File: config.mk
export PLATFORM = sky130hd
export DESIGN_NAME = decimal_text_to_bcd_real_top_flat
export DESIGN_NICKNAME = d
export VERILOG_FILES = /design/src/design/dtb_pkg.sv /design/src/design/dtb_if.sv /design/src/design/dtb_bcd_inc.sv /design/src/design/decimal_text_to_bcd_real_top.sv /design/src/flat_wrapper.sv
export SDC_FILE = /design/constraint.sdc
export NUM_CORES = 1
export LEC_CHECK = 0
export BUFFER_PORTS_ARGS = -buffer_cell sky130_fd_sc_hd__buf_4
export CAP_MARGIN = 20
export CORE_MARGIN = 4
export CORE_UTILIZATION = 30
export DETAILED_ROUTE_END_ITERATION = 10
export PLACE_DENSITY = 0.48
export SYNTH_ARGS = -nofsm -noshare
export SYNTH_HDL_FRONTEND = slang
export SYNTH_HIERARCHICAL = 1
export SYNTH_SLANG_ARGS = --single-unit
export TNS_END_PERCENT = 20
File: constraint.sdc
create_clock -name clk -period 8.8 [get_ports clk]
set_clock_uncertainty 0.15 [all_clocks]
set_input_delay 0.88 -clock clk [delete_from_list [all_inputs] [get_ports clk]]
set_output_delay 0.88 -clock clk [all_outputs]
set_load 0.02 [all_outputs]
File: src/design/dtb_pkg.sv
// Package: constants and character codes for the decimal text to BCD real block.
`default_nettype none
package dtb_pkg;

  localparam int DIGITS = 14;

  localparam int EXP_MAG_W = 14;
  localparam logic [EXP_MAG_W-1:0] EXP_MAG_MAX = 14'd16383;
  localparam logic [EXP_MAG_W-1:0] EXP_WARN_LIMIT = 14'd99;

  localparam logic [7:0] EXP_BIAS     = 8'h80;
  localparam logic [7:0] SIGN_FLAG    = 8'h80;
  localparam logic [7:0] COMPLEX_FLAG = 8'h0C;

  localparam logic [7:0] CH_MINUS = 8'h2D;
  localparam logic [7:0] CH_POINT = 8'h2E;
  localparam logic [7:0] CH_E_UP  = 8'h45;
  localparam logic [7:0] CH_E_LO  = 8'h65;
  localparam logic [7:0] CH_ZERO  = 8'h30;
  localparam logic [7:0] CH_NINE  = 8'h39;

  localparam logic [3:0] ROUND_HALF = 4'd5;

endpackage
`default_nettype wire

File: src/design/dtb_if.sv
// Interfaces: character input channel and result output channel.
`default_nettype none
interface dtb_in_if;
  logic       valid;
  logic       ready;
  logic [7:0] char_code;
  logic       is_last;
  logic       complex_part;

  modport source (output valid, char_code, is_last, complex_part, input ready);
  modport sink   (input valid, char_code, is_last, complex_part, output ready);
endinterface

interface dtb_out_if #(parameter int DIGITS = dtb_pkg::DIGITS);
  logic                  valid;
  logic                  ready;
  logic [7:0]            flag_byte;
  logic [7:0]            exponent_byte;
  logic [4*DIGITS-1:0]   mantissa_bcd;
  logic                  exponent_warning;

  modport source (output valid, flag_byte, exponent_byte, mantissa_bcd, exponent_warning,
                  input ready);
  modport sink   (input valid, flag_byte, exponent_byte, mantissa_bcd, exponent_warning,
                  output ready);
endinterface
`default_nettype wire

File: src/design/dtb_bcd_inc.sv
// BCD incrementer: adds one to a packed BCD mantissa with full digit carry.
`default_nettype none
module dtb_bcd_inc #(
  parameter int DIGITS = dtb_pkg::DIGITS
) (
  input  wire logic [4*DIGITS-1:0] mant,
  output logic      [4*DIGITS-1:0] mant_inc,
  output logic                     overflow
);

  logic [DIGITS:0] carry;

  always_comb begin
    carry[0] = 1'b1;
    for (int k = 0; k < DIGITS; k++) begin
      carry[k+1] = carry[k] && (mant[4*k +: 4] >= 4'd9);
    end
  end

  always_comb begin
    mant_inc = mant;
    for (int k = 0; k < DIGITS; k++) begin
      if (carry[k]) begin
        mant_inc[4*k +: 4] = (mant[4*k +: 4] >= 4'd9) ? 4'd0 : mant[4*k +: 4] + 4'd1;
      end
    end
    // all nines: wraps to a leading one
    if (carry[DIGITS]) begin
      mant_inc = '0;
      mant_inc[4*DIGITS-1 -: 4] = 4'd1;
    end
    overflow = carry[DIGITS];
  end

endmodule
`default_nettype wire

File: src/design/decimal_text_to_bcd_real_top.sv
// Top level: decimal text to packed BCD calculator real converter.
//
//   channel  dir  words                                    handshake
//   chars    in   char_code, is_last, complex_part         valid/ready
//   result   out  flag_byte, exponent_byte, mantissa_bcd,  valid/ready
//                 exponent_warning
//
// One character word is taken per cycle while chars.ready is high; the parse
// state updates in that same cycle. A word with is_last set loads the result
// register on its edge, so the result shows in the cycle after the last character.
// Sustained rate is one word per cycle while the sink takes each result.
// rst is synchronous and clears the parse state and the result valid flag.
// chars.ready drops only while a result waits in the output register and
// the sink is not taking it.
`default_nettype none
module decimal_text_to_bcd_real_top #(
  parameter int DIGITS = dtb_pkg::DIGITS
) (
  input wire logic    clk,
  input wire logic    rst,
  dtb_in_if.sink      chars,
  dtb_out_if.source   result
);

  localparam int MW = 4 * DIGITS;
  localparam int CW = $clog2(DIGITS + 2);
  localparam int EW = dtb_pkg::EXP_MAG_W;

  // parse state
  logic [MW-1:0] mant, mant_next;
  logic [7:0]    exp_sum, exp_sum_next;
  logic          neg, neg_next;
  logic          in_exp, in_exp_next;
  logic          point, point_next;
  logic          lead, lead_next;
  logic [CW-1:0] sig_cnt, sig_cnt_next;
  logic [7:0]    int_cnt, int_cnt_next;
  logic [EW-1:0] wexp, wexp_next;
  logic          wexp_neg, wexp_neg_next;

  logic          accept;
  logic [7:0]    c;
  logic          is_digit;
  logic [3:0]    d;
  logic [EW+3:0] wexp_acc;
  logic [MW-1:0] mant_inc;
  logic          inc_ovf;
  logic [7:0]    wexp_term;
  logic [7:0]    exp_out;

  assign chars.ready = !result.valid || result.ready;
  assign accept      = chars.valid && chars.ready;

  assign c        = chars.char_code;
  assign is_digit = (c >= dtb_pkg::CH_ZERO) && (c <= dtb_pkg::CH_NINE);
  assign d        = c[3:0];

  // written exponent: w*10 + d, saturating
  assign wexp_acc = {1'b0, wexp, 3'b000} + {3'b000, wexp, 1'b0} + {{EW{1'b0}}, d};

  dtb_bcd_inc #(.DIGITS(DIGITS)) u_inc (
    .mant     (mant),
    .mant_inc (mant_inc),
    .overflow (inc_ovf)
  );

  always_comb begin
    mant_next     = mant;
    exp_sum_next  = exp_sum;
    neg_next      = neg;
    in_exp_next   = in_exp;
    point_next    = point;
    lead_next     = lead;
    sig_cnt_next  = sig_cnt;
    int_cnt_next  = int_cnt;
    wexp_next     = wexp;
    wexp_neg_next = wexp_neg;

    if (in_exp) begin
      // exponent part: sign only before a nonzero digit; '.', 'e' ignored
      if (c == dtb_pkg::CH_MINUS) begin
        if (wexp == '0) begin
          wexp_neg_next = 1'b1;
        end
      end else if (is_digit) begin
        wexp_next = (|wexp_acc[EW+3:EW]) ? dtb_pkg::EXP_MAG_MAX : wexp_acc[EW-1:0];
      end
    end else begin
      priority if (c == dtb_pkg::CH_MINUS) begin
        neg_next = 1'b1;
      end else if (c == dtb_pkg::CH_POINT) begin
        point_next = 1'b1;
      end else if (c == dtb_pkg::CH_E_LO || c == dtb_pkg::CH_E_UP) begin
        in_exp_next = 1'b1;
      end else if (is_digit) begin
        if (!point) begin
          int_cnt_next = int_cnt + 8'd1;
        end
        if (d == 4'd0 && lead) begin
          // leading zero shifts the exponent down
          exp_sum_next = exp_sum - 8'd1;
        end else begin
          lead_next = 1'b0;
          if (sig_cnt < CW'(DIGITS)) begin
            for (int k = 0; k < DIGITS; k++) begin
              if (sig_cnt == CW'(DIGITS - 1 - k)) begin
                mant_next[4*k +: 4] = mant[4*k +: 4] | d;
              end
            end
            sig_cnt_next = sig_cnt + CW'(1);
          end else if (sig_cnt == CW'(DIGITS)) begin
            // rounding digit: half away from zero
            if (d >= dtb_pkg::ROUND_HALF) begin
              mant_next = mant_inc;
              if (inc_ovf) begin
                exp_sum_next = exp_sum + 8'd1;
              end
            end
            sig_cnt_next = sig_cnt + CW'(1);
          end
        end
      end else begin
        // unknown character: no change
        neg_next = neg;
      end
    end
  end

  // final exponent from the state after this character
  assign wexp_term = wexp_neg_next ? (8'd0 - wexp_next[7:0]) : wexp_next[7:0];
  assign exp_out   = exp_sum_next + int_cnt_next + 8'hFF + wexp_term;

  // parse state; a last character returns it to the reset values
  always_ff @(posedge clk) begin
    if (rst || (accept && chars.is_last)) begin
      mant     <= '0;
      exp_sum  <= dtb_pkg::EXP_BIAS;
      neg      <= 1'b0;
      in_exp   <= 1'b0;
      point    <= 1'b0;
      lead     <= 1'b1;
      sig_cnt  <= '0;
      int_cnt  <= '0;
      wexp     <= '0;
      wexp_neg <= 1'b0;
    end else if (accept) begin
      mant     <= mant_next;
      exp_sum  <= exp_sum_next;
      neg      <= neg_next;
      in_exp   <= in_exp_next;
      point    <= point_next;
      lead     <= lead_next;
      sig_cnt  <= sig_cnt_next;
      int_cnt  <= int_cnt_next;
      wexp     <= wexp_next;
      wexp_neg <= wexp_neg_next;
    end
  end

  // result register
  always_ff @(posedge clk) begin
    if (rst) begin
      result.valid <= 1'b0;
    end else if (accept && chars.is_last) begin
      result.valid <= 1'b1;
    end else if (result.ready) begin
      result.valid <= 1'b0;
    end
  end

  always_ff @(posedge clk) begin
    if (accept && chars.is_last) begin
      result.flag_byte        <= (neg_next ? dtb_pkg::SIGN_FLAG : 8'h00)
                               | (chars.complex_part ? dtb_pkg::COMPLEX_FLAG : 8'h00);
      result.exponent_byte    <= exp_out;
      result.mantissa_bcd     <= mant_next;
      result.exponent_warning <= (wexp_next > dtb_pkg::EXP_WARN_LIMIT);
    end
  end

endmodule
`default_nettype wire

File: src/flat_wrapper.sv
// flat-port wrapper written by rule: the top's interface ports become plain ports
module decimal_text_to_bcd_real_top_flat 
#(
  parameter int DIGITS = dtb_pkg::DIGITS
)
  (clk, rst, chars_valid, chars_char_code, chars_is_last, chars_complex_part, chars_ready, result_valid, result_flag_byte, result_exponent_byte, result_mantissa_bcd, result_exponent_warning, result_ready);
  dtb_in_if chars_i ();
  dtb_out_if #(.DIGITS(DIGITS)) result_i ();
  input wire logic clk;
  input wire logic rst;
  input wire logic [$bits(chars_i.valid)-1:0] chars_valid;
  input wire logic [$bits(chars_i.char_code)-1:0] chars_char_code;
  input wire logic [$bits(chars_i.is_last)-1:0] chars_is_last;
  input wire logic [$bits(chars_i.complex_part)-1:0] chars_complex_part;
  output wire logic [$bits(chars_i.ready)-1:0] chars_ready;
  output wire logic [$bits(result_i.valid)-1:0] result_valid;
  output wire logic [$bits(result_i.flag_byte)-1:0] result_flag_byte;
  output wire logic [$bits(result_i.exponent_byte)-1:0] result_exponent_byte;
  output wire logic [$bits(result_i.mantissa_bcd)-1:0] result_mantissa_bcd;
  output wire logic [$bits(result_i.exponent_warning)-1:0] result_exponent_warning;
  input wire logic [$bits(result_i.ready)-1:0] result_ready;
  assign chars_i.valid = chars_valid;
  assign chars_i.char_code = chars_char_code;
  assign chars_i.is_last = chars_is_last;
  assign chars_i.complex_part = chars_complex_part;
  assign chars_ready = chars_i.ready;
  assign result_valid = result_i.valid;
  assign result_flag_byte = result_i.flag_byte;
  assign result_exponent_byte = result_i.exponent_byte;
  assign result_mantissa_bcd = result_i.mantissa_bcd;
  assign result_exponent_warning = result_i.exponent_warning;
  assign result_i.ready = result_ready;
  decimal_text_to_bcd_real_top #(.DIGITS(DIGITS)) u_core (.clk(clk), .rst(rst), .chars(chars_i), .result(result_i));
endmodule
==> impl_metrics.env, run 1 <==
export IMPL_muxShareOfSynthArea_pct=3.68
export IMPL_max_freq_mhz=143
export IMPL_r2r_slack_ns=2.08
export IMPL_whs_ns=0.323
export IMPL_design_core_area_mm2=0.0358
export IMPL_rsz0062_at_grt="false"
export IMPL_synthDistinctLibCells=76
export IMPL_vias=9455
export IMPL_drt_iter0_drc=691
export IMPL_cp_required_ns=8.83
export IMPL_period_needed_ns=7.01
export IMPL_place_hpwl_mm=22.4
export IMPL_root_buffer="clkbuf_16"
export IMPL_synth_top_family_by_area="simple AND/OR/NAND/NOR gates"
export IMPL_fin_area_mm2=0.0126
export IMPL_finalNetCount=1463
export IMPL_clock_sinks=163
export IMPL_outcome="finished clean"
export IMPL_placed_cell_area_mm2=0.0120
export IMPL_grt_overflow_total=0
export IMPL_yosys_area_share_simple_pct=20.4
export IMPL_synth_seq_area_share_pct=35.8
export IMPL_wl_per_cell_um=17.4
export IMPL_chipWidth_um=199
export IMPL_wirelength_mm=31.7
export IMPL_drt_pass1_iter_count=5
export IMPL_syn_inst=1296
export IMPL_die_h_um=199
export IMPL_yosysWarnings=6
export IMPL_tightest_slew_ns=1.03
export IMPL_cts_tree="yes"
export IMPL_post_route_period_util_pct=79.7
export IMPL_totalPowerFinal_mw=1.64
export IMPL_cts_made_buffers=17
export IMPL_fin_cells=1822
export IMPL_hold_start="u_core/neg$_SDFFE_PP0P_"
export IMPL_endpoint_kind="register"
export IMPL_die_area_mm2=0.0398
export IMPL_grtUsageTotal_pct=15.9
export IMPL_netlist_area_leader_share_pct=18.3
export IMPL_avgSynthCellArea_um2=8.48
export IMPL_grt_max_degree=81
export IMPL_io_pins=89
export IMPL_grt_pass1_wl_mm=50.0
export IMPL_hold_buffers=0
export IMPL_gp_congestion=0.838
export IMPL_rows=69
export IMPL_cts_root_to_sink_buffers=2
export IMPL_critPathLaunchType="input port"
export IMPL_cp_arrival_ns=7.04
export IMPL_synth_top_area_cell="edfxtp_1"
export IMPL_path_max_fanout=15
export IMPL_leakage_nw=4.75
export IMPL_relSlewSlack_pct=31.6
export IMPL_viasPerCell=5.19
export IMPL_start_util_pct=30.7
export IMPL_powerDensity_mw_per_mm2=130
export IMPL_setup_viol_count_final=0
export IMPL_antenna_cells=0
export IMPL_drtAntennaViolNets=0
export IMPL_yosys_area_share_adder_pct=12.1
export IMPL_synth_compound_area_share_pct=18.6
export IMPL_syn_area_mm2=0.0110
export IMPL_crit_type="in -> reg"
export IMPL_clk_transition_reported_paths_ns=0.07
export IMPL_finalSetupTns_ns=0
export IMPL_route_detailed_drc=0
export IMPL_maxSlewViolCount=0
export IMPL_antenna_found_initial=1
export IMPL_clk_latency_ns=0.45
export IMPL_grt_pass1_vias=8915
export IMPL_yosysMostFrequentCell="nand2_1"
export IMPL_synthToLayoutAreaGrowth_pct=14.3
export IMPL_hold_path_class="reg -> reg"
export IMPL_ys_async_sr_fraction_pct=0
export IMPL_ys_ff_latch=163
export IMPL_maxCapViolations=0
export IMPL_io_buffer_count=83
export IMPL_synth_edf_count=67
export IMPL_netlist_top_cells_count="nand2_1 (145), a21oi_1 (132), nor2_1 (132), dfxtp_1 (96), ha_1 (92)"
export IMPL_synth_xor_area_share_pct=4.06
export IMPL_cts_setup_buffers=0
export IMPL_dp_cells=1788
export IMPL_final_layout_size_suffix_gt1_share_pct=11.3
export IMPL_ys_flop_type="dfxtp_1"
export IMPL_reg2reg_from="u_core/wexp[2]$_SDFFE_PP0P_"
export IMPL_synth_area_leaders="edfxtp_1 (18%), dfxtp_1 (17%), ha_1 (10%)"
export IMPL_cts_max_level=4
export IMPL_cts_resized=0
export IMPL_peakVddDrop_mv=0.122
export IMPL_hold_viol=0
export IMPL_startpoint="chars_char_code[3]"
==> power by group <==
group / leakage (nW) / switching (mW) / internal (mW)
logic: 3.08 / 0.0803 / 0.0375
clock network: 0.260 / 0.343 / 0.371
registers: 1.41 / 0.00516 / 0.798
==> layer usage <==
metal  GRT usage (%)  wire (µm)  vias up
met5               0         13        -
met4            3.40        364        2
met3            3.17       1430       25
met2            24.1      13900      193
met1            23.5      16100     4522
li1                -          -     4713
==> per-stage QoR <==
stage	utilization (%)	setup WS, ns
floorplan	-	2.09
global placement	33.5	1.48
detailed placement	33.5	1.32
CTS	35.0	1.80
global route	35.1	1.40
finish	35.1	1.79
==> sequential cells by signal, summed over array words and instances, names as in the netlist <==
| signal | count |
|---|---|
| u_core/result.mantissa_bcd | 56 |
| u_core/result.exponent_byte | 8 |
| u_core/result.exponent_warning | 1 |
| u_core/wexp | 14 |
| u_core/int_cnt | 8 |
| u_core/wexp_neg | 1 |
| u_core/result.flag_byte | 2 |
| u_core/neg | 1 |
| u_core/lead | 1 |
| u_core/point | 1 |
| u_core/mant | 56 |
| u_core/result.valid | 1 |
| u_core/sig_cnt | 4 |
| u_core/in_exp | 1 |
| u_core/exp_sum | 8 |
==> cell families after synthesis <==
family / Yosys count
mux: 40
other cells: 1
flops: 163
buf+inv: 146
fa+ha+maj: 101
xor+xnor: 51
simple gates: 465
compound gates: 329
==> placed cells by master, fill, tap and decap left out, drive strengths merged, types with 36 or more instances in the layout <==
cell    count
inv        83
ha         92
dfxtp      96
buf        94
nor2      133
o21ai      79
edfxtp     67
mux2i      37
a21oi     132
o22a       40
xnor2      36
nand2     145
nand3      62
==> critical path, stage by stage <==
cell	delay, ns
buf_4	0.20
inv_1	0.12
fa_1	0.54
inv_1	0.07
fa_1	0.46
a21o_1	0.22
a221oi_2	0.43
nor3_2	0.11
or4_4	0.49
a221oi_1	0.34
a31oi_1	0.27
ha_1	0.36
mux2_2	0.28
fa_1	0.44
ha_1	0.24
fa_1	0.40
a21oi_1	0.15
nor2_1	0.05
nor2_1	0.15
o21bai_1	0.08
a21oi_1	0.18
xnor2_1	0.16
xnor2_1	0.11
xnor2_1	0.15
xnor2_1	0.16
==> path summary, 6_finish.rpt <==
path,cells past startpoint,end
setup / recovery,25,u_core/result.exponent_byte[7]$_DFFE_PP_
hold / removal,2,u_core/neg$_SDFFE_PP0P_
setup reg to reg,24,u_core/result.exponent_byte[7]$_DFFE_PP_
hold reg to reg,2,u_core/neg$_SDFFE_PP0P_
==> layout make-up <==
type	instances	area (µm²)
Multi-Input combinational cell	991	6500
Fill cell	3725	23300
Clock buffer	18	439
Tap cell	461	577
Sequential cell	163	3930
Timing Repair Buffer	95	708
Inverter	80	300
Clock inverter	14	104
No activity file was read; power rests on OpenSTA's default activity.
==> inputs of run 2 (changes only) <==
--- a/config.mk
+++ b/config.mk
@@ -10,7 +10,7 @@
 export CORE_MARGIN = 4
 export CORE_UTILIZATION = 30
 export DETAILED_ROUTE_END_ITERATION = 10
-export PLACE_DENSITY = 0.48
+export PLACE_DENSITY = 0.49
 export SYNTH_ARGS = -nofsm -noshare
 export SYNTH_HDL_FRONTEND = slang
 export SYNTH_HIERARCHICAL = 1
==> constraint.sdc (replaced) <==
create_clock -name clk -period 6.3 [get_ports clk]
set_clock_uncertainty 0.15 [all_clocks]
set_input_delay 0.63 -clock clk [delete_from_list [all_inputs] [get_ports clk]]
set_output_delay 0.63 -clock clk [all_outputs]
set_load 0.02 [all_outputs]
==> run 2 against run 1 <==
Effect of this change: non-clock buffer count grew 34; combinational power rose by 46%; largest power group unchanged; setup slack worse by 1.5 ns; design area increased by 3.2%; sequential share of layout area shrank 0.96 points; utilization increased by 1.1 points; critical path type unchanged; routed wire length fell by 0.37%; via count up 0.58%; global-route usage is 0.087 points higher; clock power grew 51%; flip-flop and latch count unchanged.
==> impl_metrics.env, run 2 (synthesis results as in run 1) <==
export IMPL_clk_transition_reported_paths_ns=0.07
export IMPL_antenna_found_initial=1
export IMPL_p_sw_share_pct=24.5
export IMPL_cts_tree="yes"
export IMPL_hold_viol=0
export IMPL_io_buffer_count=83
export IMPL_path_buf_inv=3
export IMPL_layout_setup_ws_ns=0.320
export IMPL_grt_overflow_total=0
export IMPL_critPathLaunchType="input port"
export IMPL_cts_root_to_sink_buffers=2
export IMPL_critPathMaxStageDelay_ns=0.54
export IMPL_crit_type="in -> reg"
export IMPL_root_buffer="clkbuf_16"
export IMPL_maxCapViolations=0
export IMPL_fin_cells=1856
export IMPL_wirelength_mm=31.6
export IMPL_final_util_pct=36.2
export IMPL_hold_path_class="in -> reg"
export IMPL_maxSlewViolCount=0
export IMPL_combPwrFrac_pct=7.2
export IMPL_p_sw_mw=0.582
export IMPL_final_common_cell="nand2_1"
export IMPL_outcome="finished clean"
export IMPL_viasPerCell=5.12
export IMPL_powerDensity_mw_per_mm2=183
export IMPL_n_fill_cell=3666
export IMPL_chipWidth_um=199
export IMPL_sequentialPowerShare_pct=47.2
export IMPL_setup_viol_count_final=0
export IMPL_die_h_um=199
export IMPL_whs_ns=0.203
export IMPL_drtAntennaViolNets=0
export IMPL_cts_max_level=4
export IMPL_fin_area_mm2=0.0130
export IMPL_finalSetupTns_ns=0
export IMPL_dp_cells=1820
export IMPL_peakVddDrop_mv=0.183
export IMPL_finalNetCount=1497
export IMPL_grt_pass1_wl_mm=50.5
export IMPL_multi_input_area_mm2=0.00659
export IMPL_final_cell_mix="nand2_1 (144), nor2_1 (132), buf_4 (129), a21oi_1 (129), dfxtp_1 (95)"
export IMPL_route_detailed_drc=0
export IMPL_drt_pass1_iter_count=5
export IMPL_synthToLayoutAreaGrowth_pct=18.0
export IMPL_final_layout_size_suffix_gt1_share_pct=14.3
export IMPL_grt_max_degree=81
export IMPL_relSlewSlack_pct=27.1
export IMPL_clock_sinks=163
export IMPL_pre_cts_ws_ns=-0.321
export IMPL_period_needed_ns=5.98
export IMPL_totalPowerFinal_mw=2.38
export IMPL_crit_slowest_cell="fa_1"
export IMPL_drt_iter0_drc=700
export IMPL_clkPwrFrac_pct=45.5
export IMPL_top_regs="u_core/mant x56, u_core/result.mantissa_bcd x56, u_core/wexp x14"
export IMPL_die_area_mm2=0.0398
export IMPL_clk_latency_ns=0.44
export IMPL_rows=69
export IMPL_post_route_period_util_pct=94.9
export IMPL_hold_buffers=0
export IMPL_placed_cell_area_mm2=0.0123
export IMPL_leakage_nw=4.94
export IMPL_start_util_pct=30.7
export IMPL_place_hpwl_mm=22.4
export IMPL_cp_required_ns=6.32
export IMPL_p_int_mw=1.80
export IMPL_antenna_cells=0
export IMPL_tightest_slew_ns=1.08
export IMPL_worst_path_most_repeated_cell="xnor2_1"
export IMPL_grtUsageTotal_pct=16.0
export IMPL_critPathTopFamily="adder cells"
export IMPL_vias=9510
export IMPL_design_core_area_mm2=0.0358
export IMPL_io_pins=89
export IMPL_wl_per_cell_um=17.0
export IMPL_seq_area_mm2=0.00394
export IMPL_grt_pass1_vias=9066
export IMPL_max_freq_mhz=167
export IMPL_endpoint_kind="register"
export IMPL_cts_made_buffers=17
export IMPL_cp_arrival_ns=6.00
export IMPL_path_max_fanout=2
export IMPL_gp_congestion=0.830
==> run 2: changes by cell type in the layout (fill, tap and decap cells not counted), moves of 3 or more <==
cell,before,now
clkbuf_1,0,3
buf_4,93,129
a21oi_2,0,3
a21oi_1,132,129
==> run 2: per-layer routing <==
metal | up-vias | global-route usage [%] | wire length (µm)
met3 | 29 | 2.77 | 1450
li1 | 4777 | - | -
met5 | - | 0 | 13
met4 | 2 | 3.80 | 389
met1 | 4521 | 23.7 | 16000
met2 | 181 | 24.3 | 13800
==> run 2: repair_timing <==
item,in CTS,in global routing
setup endpoints to repair,0,1
gates resized for setup,0,7
setup buffers,0,3
==> run 2: worst paths after layout <==
path | start | end | slack, ns | cells after the start
setup / recovery | chars_char_code[3] | u_core/result.exponent_byte[7]$_DFFE_PP_ | 0.32 | 25
setup reg to reg | u_core/wexp[0]$_SDFFE_PP0P_ | u_core/result.exponent_byte[7]$_DFFE_PP_ | 0.34 | 24
hold / removal | rst | u_core/result.valid$_SDFFE_PP0P_ | 0.20 | 2
hold reg to reg | u_core/neg$_SDFFE_PP0P_ | u_core/neg$_SDFFE_PP0P_ | 0.31 | 2
==> run 2: area by class of cell <==
| class | count | share of cell area, % |
|---|---|---|
| Sequential cell | 163 | 30.4 |
| Timing Repair Buffer | 129 | 7.47 |
| Tap cell | 461 | 4.45 |
| Inverter | 80 | 2.32 |
| Clock inverter | 9 | 0.926 |
| Clock buffer | 23 | 3.69 |
| Multi-Input combinational cell | 991 | 50.8 |
==> run 2: power by group through the flow <==
stage	logic [mW]	clock network, mW	registers, mW
after floorplan	0.0840	0	1.17
after global placement	0.173	0	1.15
after detailed placement	0.174	0	1.15
after CTS	0.174	1.12	1.12
after global routing	0.188	1.17	1.12
final	0.172	1.08	1.12
==> run 2: worst register-to-register path: stages, from the launching register on <==
cell      delay (ns)
dfxtp_1         0.33
inv_1           0.07
fa_1            0.50
inv_1           0.06
fa_2            0.35
a21o_1          0.23
a221oi_4        0.26
nor3_2          0.09
or4_4           0.44
a221oi_4        0.36
a31oi_4         0.14
ha_1            0.32
mux2_2          0.28
fa_1            0.44
ha_2            0.20
fa_2            0.40
a21oi_2         0.12
nor2_1          0.05
nor2_1          0.12
o21bai_1        0.09
a21oi_2         0.16
xnor2_1         0.14
xnor2_1         0.16
xnor2_1         0.10
xnor2_1         0.15
